$ cat src/rtl/lpmb_pkg.sv
`timescale 1ns / 1ps
// ----------------------------------------------------------------------------
// lpmb_pkg
// Shared types and constants for the layer priority mux and blend pipeline.
// ----------------------------------------------------------------------------
package lpmb_pkg;

	localparam int unsigned COLOR_W   = 15;
	localparam int unsigned LAYER_W   = 16;
	localparam int unsigned CHAN_W    = 5;
	localparam int unsigned WEIGHT_W  = 5;
	localparam int unsigned PROD_W    = 10;
	localparam int unsigned NUM_BG    = 4;
	localparam int unsigned NUM_LAYER = 5;
	localparam int unsigned NUM_PRIO  = 4;
	localparam int unsigned IN_W      = 96;
	localparam int unsigned OUT_W     = 32;
	localparam int unsigned CFG_IDX_W = 3;
	localparam int unsigned CFG_DAT_W = 15;
	localparam int unsigned ID_W      = 3;

	localparam logic [ID_W-1:0] ID_OBJ      = 3'd4;
	localparam logic [ID_W-1:0] ID_BACKDROP = 3'd5;

	localparam logic [CHAN_W-1:0]   CHAN_MAX    = 5'd31;
	localparam logic [WEIGHT_W-1:0] WEIGHT_MAX  = 5'd16;
	localparam logic [OUT_W-1:0]    PIXEL_WHITE = 32'hFFFF_FFFF;
	localparam logic [7:0]          ALPHA_OPAQUE = 8'hFF;

	typedef enum logic [CFG_IDX_W-1:0] {
		CFG_DISPLAY_ENABLES = 3'd0,
		CFG_BG_PRIORITIES   = 3'd1,
		CFG_BLEND_CONTROL   = 3'd2,
		CFG_ALPHA_FIRST     = 3'd3,
		CFG_ALPHA_SECOND    = 3'd4,
		CFG_BRIGHTNESS      = 3'd5,
		CFG_BACKDROP        = 3'd6
	} cfg_reg_t;

	typedef enum logic [1:0] {
		MODE_NONE     = 2'd0,
		MODE_ALPHA    = 2'd1,
		MODE_BRIGHTEN = 2'd2,
		MODE_DARKEN   = 2'd3
	} blend_mode_t;

	typedef enum logic [1:0] {
		OP_PASS   = 2'd0,
		OP_ALPHA  = 2'd1,
		OP_BRIGHT = 2'd2,
		OP_DARK   = 2'd3
	} blend_op_t;

	function automatic logic [WEIGHT_W-1:0] clamp16(input logic [WEIGHT_W-1:0] v);
		return (v > WEIGHT_MAX) ? WEIGHT_MAX : v;
	endfunction

endpackage

$ cat src/rtl/layer_priority_mux_and_blend_top.sv
`timescale 1ns / 1ps
// ----------------------------------------------------------------------------
// layer_priority_mux_and_blend_top
// Per-pixel compositor: picks the top two visible layers and blends them.
// ----------------------------------------------------------------------------
// channel   | handshake                     | payload
// s_axis    | s_axis_tvalid / s_axis_tready | s_axis_tdata[88:0] layer pixels, mask
// m_axis    | m_axis_tvalid / m_axis_tready | m_axis_tdata[31:0] R8 G8 B8 A8
// cfg       | cfg_valid / cfg_ready         | cfg_index[2:0], cfg_data[14:0]
//
// one pixel per clock unless the output stalls; each pixel passes the stage 1, 2 and 3 registers
// stage 1 layer pick, stage 2 blend decision and channel multiplies, stage 3 sum, clip, expand
// arst_n clears stage valids and all registers to zero
// a stalled output holds each stage that has data; empty stages still fill
// cfg_ready is always high; write registers only while the pipe is empty
// ----------------------------------------------------------------------------
module layer_priority_mux_and_blend_top (
	input  logic                         clk,
	input  logic                         arst_n,
	input  logic                         s_axis_tvalid,
	output logic                         s_axis_tready,
	// bg0_color, bg1_color, bg2_color, bg3_color, obj_color (16 each),
	// obj_priority (2), obj_semi (1), window_mask (6), zero fill
	input  logic [lpmb_pkg::IN_W-1:0]    s_axis_tdata,
	output logic                         m_axis_tvalid,
	input  logic                         m_axis_tready,
	// pixel_rgba (32)
	output logic [lpmb_pkg::OUT_W-1:0]   m_axis_tdata,
	input  logic                         cfg_valid,
	output logic                         cfg_ready,
	input  logic [lpmb_pkg::CFG_IDX_W-1:0] cfg_index,
	input  logic [lpmb_pkg::CFG_DAT_W-1:0] cfg_data
);
	import lpmb_pkg::*;

	localparam int unsigned NUM_CAND = NUM_PRIO * NUM_LAYER;

	// configuration registers
	logic [5:0]          disp_en_q;
	logic [7:0]          bg_prio_q;
	logic [13:0]         blend_ctl_q;
	logic [WEIGHT_W-1:0] alpha_a_q;
	logic [WEIGHT_W-1:0] alpha_b_q;
	logic [WEIGHT_W-1:0] bright_q;
	logic [COLOR_W-1:0]  backdrop_q;

	assign cfg_ready = 1'b1;

	always_ff @(posedge clk or negedge arst_n) begin
		if (!arst_n) begin
			disp_en_q   <= '0;
			bg_prio_q   <= '0;
			blend_ctl_q <= '0;
			alpha_a_q   <= '0;
			alpha_b_q   <= '0;
			bright_q    <= '0;
			backdrop_q  <= '0;
		end else if (cfg_valid && cfg_ready) begin
			unique case (cfg_index)
				CFG_DISPLAY_ENABLES: disp_en_q   <= cfg_data[5:0];
				CFG_BG_PRIORITIES:   bg_prio_q   <= cfg_data[7:0];
				CFG_BLEND_CONTROL:   blend_ctl_q <= cfg_data[13:0];
				CFG_ALPHA_FIRST:     alpha_a_q   <= cfg_data[WEIGHT_W-1:0];
				CFG_ALPHA_SECOND:    alpha_b_q   <= cfg_data[WEIGHT_W-1:0];
				CFG_BRIGHTNESS:      bright_q    <= cfg_data[WEIGHT_W-1:0];
				CFG_BACKDROP:        backdrop_q  <= cfg_data[COLOR_W-1:0];
				default: ;
			endcase
		end
	end

	// stage enables
	logic v_s1, v_s2, v_s3;
	logic en1, en2, en3;

	assign en3           = !v_s3 || m_axis_tready;
	assign en2           = !v_s2 || en3;
	assign en1           = !v_s1 || en2;
	assign s_axis_tready = en1;

	// ---------------- stage 1: layer pick ----------------
	logic [LAYER_W-1:0]  lyr_raw   [NUM_LAYER];
	logic [COLOR_W-1:0]  lyr_col   [NUM_LAYER];
	logic [ID_W-1:0]     lyr_id    [NUM_LAYER];
	logic [NUM_LAYER-1:0] lyr_vis;
	logic [1:0]          lyr_prio  [NUM_LAYER];
	logic [1:0]          in_oprio;
	logic                in_semi;
	logic [5:0]          in_mask;
	logic [NUM_CAND-1:0] cand, hit0, rest, hit1;
	logic [NUM_LAYER-1:0] sel0, sel1;
	logic [ID_W-1:0]     pick_id0, pick_id1;
	logic [COLOR_W-1:0]  pick_col0, pick_col1;

	assign in_oprio = s_axis_tdata[81:80];
	assign in_semi  = s_axis_tdata[82];
	assign in_mask  = s_axis_tdata[88:83];

	always_comb begin
		// layer slot 0 is the sprite, slots 1 to 4 are backgrounds 0 to 3
		lyr_raw[0]  = s_axis_tdata[64 +: LAYER_W];
		lyr_id[0]   = ID_OBJ;
		lyr_prio[0] = in_oprio;
		lyr_vis[0]  = disp_en_q[4] && in_mask[4] && !lyr_raw[0][LAYER_W-1];
		for (int i = 0; i < NUM_BG; i++) begin
			lyr_raw[i+1]  = s_axis_tdata[i*LAYER_W +: LAYER_W];
			lyr_id[i+1]   = ID_W'(i);
			lyr_prio[i+1] = bg_prio_q[2*i +: 2];
			lyr_vis[i+1]  = disp_en_q[i] && in_mask[i] && !lyr_raw[i+1][LAYER_W-1];
		end
		for (int j = 0; j < NUM_LAYER; j++) begin
			lyr_col[j] = lyr_raw[j][COLOR_W-1:0];
		end
		for (int p = 0; p < NUM_PRIO; p++) begin
			for (int j = 0; j < NUM_LAYER; j++) begin
				cand[p*NUM_LAYER + j] = lyr_vis[j] && (lyr_prio[j] == 2'(p));
			end
		end
		// lowest set bit gives the top layer, the next one the second layer
		hit0 = cand & (~cand + NUM_CAND'(1));
		rest = cand & ~hit0;
		hit1 = rest & (~rest + NUM_CAND'(1));
		for (int j = 0; j < NUM_LAYER; j++) begin
			sel0[j] = 1'b0;
			sel1[j] = 1'b0;
			for (int p = 0; p < NUM_PRIO; p++) begin
				sel0[j] = sel0[j] | hit0[p*NUM_LAYER + j];
				sel1[j] = sel1[j] | hit1[p*NUM_LAYER + j];
			end
		end
		pick_id0  = (|sel0) ? '0 : ID_BACKDROP;
		pick_id1  = (|sel1) ? '0 : ID_BACKDROP;
		pick_col0 = (|sel0) ? '0 : backdrop_q;
		pick_col1 = (|sel1) ? '0 : backdrop_q;
		for (int j = 0; j < NUM_LAYER; j++) begin
			if (sel0[j]) begin
				pick_id0  = pick_id0 | lyr_id[j];
				pick_col0 = pick_col0 | lyr_col[j];
			end
			if (sel1[j]) begin
				pick_id1  = pick_id1 | lyr_id[j];
				pick_col1 = pick_col1 | lyr_col[j];
			end
		end
	end

	logic [ID_W-1:0]    id0_s1, id1_s1;
	logic [COLOR_W-1:0] col0_s1, col1_s1;
	logic               semi_s1, fx_s1, blank_s1;

	always_ff @(posedge clk or negedge arst_n) begin
		if (!arst_n) begin
			v_s1     <= 1'b0;
			id0_s1   <= '0;
			id1_s1   <= '0;
			col0_s1  <= '0;
			col1_s1  <= '0;
			semi_s1  <= 1'b0;
			fx_s1    <= 1'b0;
			blank_s1 <= 1'b0;
		end else if (en1) begin
			v_s1     <= s_axis_tvalid;
			id0_s1   <= pick_id0;
			id1_s1   <= pick_id1;
			col0_s1  <= pick_col0;
			col1_s1  <= pick_col1;
			semi_s1  <= in_semi;
			fx_s1    <= in_mask[5];
			blank_s1 <= disp_en_q[5];
		end
	end

	// ---------------- stage 2: blend decision and multiplies ----------------
	logic          first_ok, second_ok;
	logic [5:0]    first_tgt, second_tgt;
	blend_mode_t   mode;
	blend_op_t     op;
	logic [WEIGHT_W-1:0] wa, wb, wy;
	logic [CHAN_W-1:0]   ca [3];
	logic [CHAN_W-1:0]   cb [3];
	logic [PROD_W-1:0]   pa [3];
	logic [PROD_W-1:0]   pb [3];

	assign first_tgt  = blend_ctl_q[5:0];
	assign second_tgt = blend_ctl_q[13:8];
	assign first_ok   = first_tgt[id0_s1];
	assign second_ok  = second_tgt[id1_s1];
	assign mode      = blend_mode_t'(blend_ctl_q[7:6]);
	assign wa        = clamp16(alpha_a_q);
	assign wb        = clamp16(alpha_b_q);
	assign wy        = clamp16(bright_q);

	always_comb begin
		// a semi-transparent sprite on top overrides the mode when the layer below is a second target
		priority if (!fx_s1)                                     op = OP_PASS;
		else if (id0_s1 == ID_OBJ && semi_s1 && second_ok)       op = OP_ALPHA;
		else if (mode == MODE_ALPHA && first_ok && second_ok)    op = OP_ALPHA;
		else if (mode == MODE_BRIGHTEN && first_ok)              op = OP_BRIGHT;
		else if (mode == MODE_DARKEN && first_ok)                op = OP_DARK;
		else                                                     op = OP_PASS;
	end

	always_comb begin
		for (int k = 0; k < 3; k++) begin
			ca[k] = col0_s1[k*CHAN_W +: CHAN_W];
			cb[k] = col1_s1[k*CHAN_W +: CHAN_W];
			unique case (op)
				OP_ALPHA: begin
					pa[k] = PROD_W'(ca[k]) * PROD_W'(wa);
					pb[k] = PROD_W'(cb[k]) * PROD_W'(wb);
				end
				OP_BRIGHT: begin
					pa[k] = PROD_W'(CHAN_MAX - ca[k]) * PROD_W'(wy);
					pb[k] = '0;
				end
				OP_DARK: begin
					pa[k] = PROD_W'(ca[k]) * PROD_W'(wy);
					pb[k] = '0;
				end
				default: begin
					pa[k] = '0;
					pb[k] = '0;
				end
			endcase
		end
	end

	blend_op_t          op_s2;
	logic [COLOR_W-1:0] col0_s2;
	logic               blank_s2;
	logic [PROD_W-1:0]  pa_s2 [3];
	logic [PROD_W-1:0]  pb_s2 [3];

	always_ff @(posedge clk or negedge arst_n) begin
		if (!arst_n) begin
			v_s2     <= 1'b0;
			op_s2    <= OP_PASS;
			col0_s2  <= '0;
			blank_s2 <= 1'b0;
			for (int k = 0; k < 3; k++) begin
				pa_s2[k] <= '0;
				pb_s2[k] <= '0;
			end
		end else if (en2) begin
			v_s2     <= v_s1;
			op_s2    <= op;
			col0_s2  <= col0_s1;
			blank_s2 <= blank_s1;
			for (int k = 0; k < 3; k++) begin
				pa_s2[k] <= pa[k];
				pb_s2[k] <= pb[k];
			end
		end
	end

	// ---------------- stage 3: sum, clip, expand ----------------
	logic [PROD_W:0]    psum [3];
	logic [CHAN_W-1:0]  cv   [3];
	logic [CHAN_W-1:0]  res  [3];
	logic [7:0]         c8   [3];
	logic [OUT_W-1:0]   pixel;

	always_comb begin
		for (int k = 0; k < 3; k++) begin
			cv[k]   = col0_s2[k*CHAN_W +: CHAN_W];
			psum[k] = (PROD_W+1)'(pa_s2[k]) + (PROD_W+1)'(pb_s2[k]);
			unique case (op_s2)
				OP_ALPHA:  res[k] = (psum[k][PROD_W:4] > (PROD_W-3)'(CHAN_MAX)) ?
					CHAN_MAX : psum[k][CHAN_W+3:4];
				OP_BRIGHT: res[k] = cv[k] + pa_s2[k][CHAN_W+3:4];
				OP_DARK:   res[k] = cv[k] - pa_s2[k][CHAN_W+3:4];
				default:   res[k] = cv[k];
			endcase
			c8[k] = {res[k], res[k][CHAN_W-1:2]};
		end
		pixel = blank_s2 ? PIXEL_WHITE : {c8[0], c8[1], c8[2], ALPHA_OPAQUE};
	end

	always_ff @(posedge clk or negedge arst_n) begin
		if (!arst_n) begin
			v_s3         <= 1'b0;
			m_axis_tdata <= '0;
		end else if (en3) begin
			v_s3         <= v_s2;
			m_axis_tdata <= pixel;
		end
	end

	assign m_axis_tvalid = v_s3;

	// ---------------- checks ----------------
	a_blank_white: assert property (@(posedge clk) disable iff (!arst_n)
		(v_s2 && en3 && blank_s2) |=> (m_axis_tdata == PIXEL_WHITE))
		else $error("forced blank did not give white");

	a_alpha_opaque: assert property (@(posedge clk) disable iff (!arst_n)
		m_axis_tvalid |-> (m_axis_tdata[7:0] == ALPHA_OPAQUE))
		else $error("output alpha byte not opaque");

	a_layers_distinct: assert property (@(posedge clk) disable iff (!arst_n)
		(v_s1 && id0_s1 != ID_BACKDROP) |-> (id0_s1 != id1_s1))
		else $error("same layer picked twice");

	a_backdrop_last: assert property (@(posedge clk) disable iff (!arst_n)
		(v_s1 && id0_s1 == ID_BACKDROP) |-> (id1_s1 == ID_BACKDROP))
		else $error("second layer visible with no top layer");

	a_s2_hold: assert property (@(posedge clk) disable iff (!arst_n)
		(v_s2 && !en2) |=> (v_s2 && $stable(col0_s2) && $stable(op_s2)))
		else $error("stage 2 changed while stalled");

endmodule

$ cat config.mk
export PLATFORM = sky130hd
export DESIGN_NAME = layer_priority_mux_and_blend_top
export DESIGN_NICKNAME = d
export VERILOG_FILES = /design/src/rtl/lpmb_pkg.sv /design/src/rtl/layer_priority_mux_and_blend_top.sv
export SDC_FILE = /design/constraint.sdc
export NUM_CORES = 1
export LEC_CHECK = 0
export ABC_AREA = 1
export BUFFER_PORTS_ARGS = -buffer_cell sky130_fd_sc_hd__buf_4
export CAP_MARGIN = 20
export CORE_MARGIN = 2
export CORE_UTILIZATION = 40
export CTS_BUF_LIST = sky130_fd_sc_hd__clkbuf_16
export CTS_CLUSTER_SIZE = 40
export DETAILED_ROUTE_END_ITERATION = 8
export PLACE_DENSITY = 0.58
export SLEW_MARGIN = 20
export SYNTH_ARGS = -nofsm -noshare
export SYNTH_HDL_FRONTEND = slang
export SYNTH_SLANG_ARGS = --single-unit
$ cat constraint.sdc
create_clock -name clk -period 9 [get_ports clk]
set_input_delay 0.9 -clock clk [delete_from_list [all_inputs] [get_ports clk]]
set_output_delay 0.9 -clock clk [all_outputs]
set_load 0.02 [all_outputs]
==> qor.yml <==
clock_sinks: 194
startpoint: "bright_q[4]"
setup_ws_ns: 3.403
root_buffer: "clkbuf_16"
critPathArrivalTime_ns: 5.90
synth.top_cell.area_share_pct: 22.77
ff_latch_area_mm2: 0.004855
first_global_vias: 19261
grt_pass1_wl_mm: 107.4
synth_common_cells: "nand2_1, inv_1, nor2_1, ha_1, o21ai_0"
synthAdderAreaFrac_pct: 25.85
ant_nets: 0
synthMuxAreaShare_pct: 0.05282
cts_hold_buf: 0
io_pins: 154
multi_input_area_mm2: 0.01405
cts_tree: "yes"
die_x_um: 234.9
slew_viol_final: 0
critical_path_required_ns: 9.30
powerDensity_mw_per_mm2: 201.8
relSlewSlack_pct: 35.53
r2r_start: "bright_q[4]"
hold_viol_final: 0
cp-end-kind: "register"
dr.pass1.iters: 5
htreeDepth: 4
synth_flop_cell: "dfrtp_1"
finalCritPeriodShare_pct: 62.18
yosys-top-cells-area: "dfrtp_1, ha_1, nand2_1"
synth-xor-area-share_pct: 2.629
syn_inst: 2968
synthArstFlopShare_pct: 100.0
final-instance-count-excl-fill: 3745
gp_congestion: 0.9345
port_buffers: 145
met1_usage_pct: 32.87
period_minus_slack_ns: 5.597
synth.most_common_cell: "nand2_1"
route.detailed.drc: 0
cellLeakagePower_nw: 12.87
antenna_found_initial: 1
gr-max-usage-layer: "met2"
dpl.cell_count: 3713
die_area_mm2: 0.05516
clk_path_buf_depth: 2
r2r-end: "pa_s2[17]"
viasPerCell: 5.186
whs_path_depth: 2
dpl_worst_slack_ns: 3.375
avgSynthCellArea_um2: 7.183
hp-class: "register to register"
utilization_pct: 44.63
initial_utilization_pct: 40.49
overflow: 0
drv_cap: 0
final_area_mm2: 0.02350
core_mm2: 0.05266
synth_top_family_by_area: "adder cells"
fill_cells: 5369
rsz0062_at_grt: "false"
final_layout_size_suffix_gt1_share_pct: 9.879
crit_type: "register to register"
synth_seq_area_share_pct: 22.77
cp_max_fo: 16
ys_warn_count: 0
r2r_cells: 19
globalRouteMet2Util_pct: 42.14
synth_edf_count: 0
dp_hpwl_mm: 53.69
holdWs_ns: 0.4893
syn-cell-area_mm2: 0.02132
synth_seq_cells: 194
yosys.area.top_type: "dfrtp_1"
clk_latency_ns: 0.47
die_h_um: 234.9
yosys.area_share.simple_pct: 25.56
synth_compound_area_share_pct: 11.74
tightest_slew_ns: 0.9636
hold_start: "blend_ctl_q[4]"
rrSetupSlack_ns: 3.40
drt-initial-drc-count: 1299
fin_skew_ns: 0.01545
tns_ns: 0
grt_use_total_pct: 24.70
std_cell_rows: 84
placement.cell_area_mm2: 0.02290
total_power_mw: 4.743
fin_nets: 3535
worstSetupStartpointType: "register"
max-vdd-ir-drop_uv: 126.6
wl_per_cell_um: 18.08
grt_max_degree: 82
max_clock_freq_mhz: 178.7
diodes: 0
use_met3_pct: 2.573
area_growth_pct: 10.22
drt_wl_total_mm: 67.72
cts_made_buffers: 17
vias: 19423
setup_violations: 0
status: "finished clean"
yosys.cell_types.count: 55
post_cts_buffers: 0
cts_resized: 0
syn_nets: 3459
hold_end: "blend_ctl_q[4]"
cts.clk_slew.worst_paths_ns: 0.07
-- state kept, by name (all words and copies together) (netlist names), 8 cells and up --
| register | count |
|---|---|
| pb_s2 | 30 |
| col0_s1 | 15 |
| col0_s2 | 15 |
| blend_ctl_q | 14 |
| bg_prio_q | 8 |
| col1_s1 | 15 |
| pa_s2 | 30 |
| backdrop_q | 15 |
| m_axis_tdata | 16 |
-- per-layer routing --
metal	routed length [um]	part of all wire, %
met1	30670	45
met2	31970	47
met3	3162	4.7
met4	1921	2.8
met5	0	0
-- worst max-delay path: stages, from the launching register on --
cell,delay (ns)
dfrtp_1,0.35
clkinv_1,0.53
nand2_1,0.21
buf_4,0.32
inv_1,0.41
nand2_1,0.20
fa_1,0.45
fa_1,0.52
fa_1,0.54
inv_1,0.04
ha_1,0.32
a21oi_1,0.12
and2_1,0.16
nor2_1,0.06
o21ai_0,0.14
nand2_1,0.10
xnor2_1,0.13
o21ai_0,0.09
o21ai_0,0.56
o21ai_0,0.18
-- cell type report --
class	count	share of cell area [%]
clock buffers	17	1.810
clock inverters	15	0.7454
inverters	510	8.147
multi-input cells	2159	59.77
flip-flops and latches	194	20.66
well taps	688	3.663
repair buffers	162	5.202
-- layout by cell type, fill, tap and decap left out, types with 6 or more instances in the layout --
master / n
nor3_1: 14
nor2_1: 339
a22oi_1: 10
buf_4: 161
nand3_2: 15
o21bai_1: 7
xnor2_1: 21
clkinv_1: 15
inv_2: 13
nand3b_1: 14
a22o_1: 8
nor2_4: 16
o31ai_1: 7
o211ai_1: 10
nand4_1: 12
fa_1: 114
dfrtp_1: 194
a21oi_1: 121
a31oi_1: 7
a21oi_2: 11
nand2_4: 6
o21ai_0: 210
nor2_2: 10
nand2_1: 707
xor2_1: 43
or2_2: 18
clkbuf_16: 17
inv_1: 484
nand3_1: 110
o21ai_1: 8
ha_1: 258
nand2_2: 13
a21o_1: 6
a211oi_1: 17
-- kinds of logic after synthesis --
group | after synthesis
muxes | 1
other | 1
DFF | 194
and+or+nand+nor | 1280
AOI/OAI and AO/OA | 441
xor gates and xnor gates | 64
adders and majority gates | 372
buffers and inverters | 615
-- power by group --
part	total [mW]	leakage, nW	internal [mW]	switching, mW
Sequential	1.34	2.47	1.05	0.293
Clock	0.791	0.293	0.418	0.372
Combinational	2.61	10.1	0.967	1.64
-- how the worst max path moves through the flow --
| stage | to | slack [ns] | cells past startpoint |
|---|---|---|---|
| global placement | pa_s2[17] | 3.44 | 19 |
| detailed placement | pa_s2[17] | 3.38 | 19 |
| finish | pa_s2[17] | 3.40 | 19 |
| CTS | pa_s2[17] | 3.36 | 19 |
| floorplan | pa_s2[18] | 4.85 | 23 |
| global route | pa_s2[17] | 3.11 | 19 |
(Power assumes the default switching activity.)
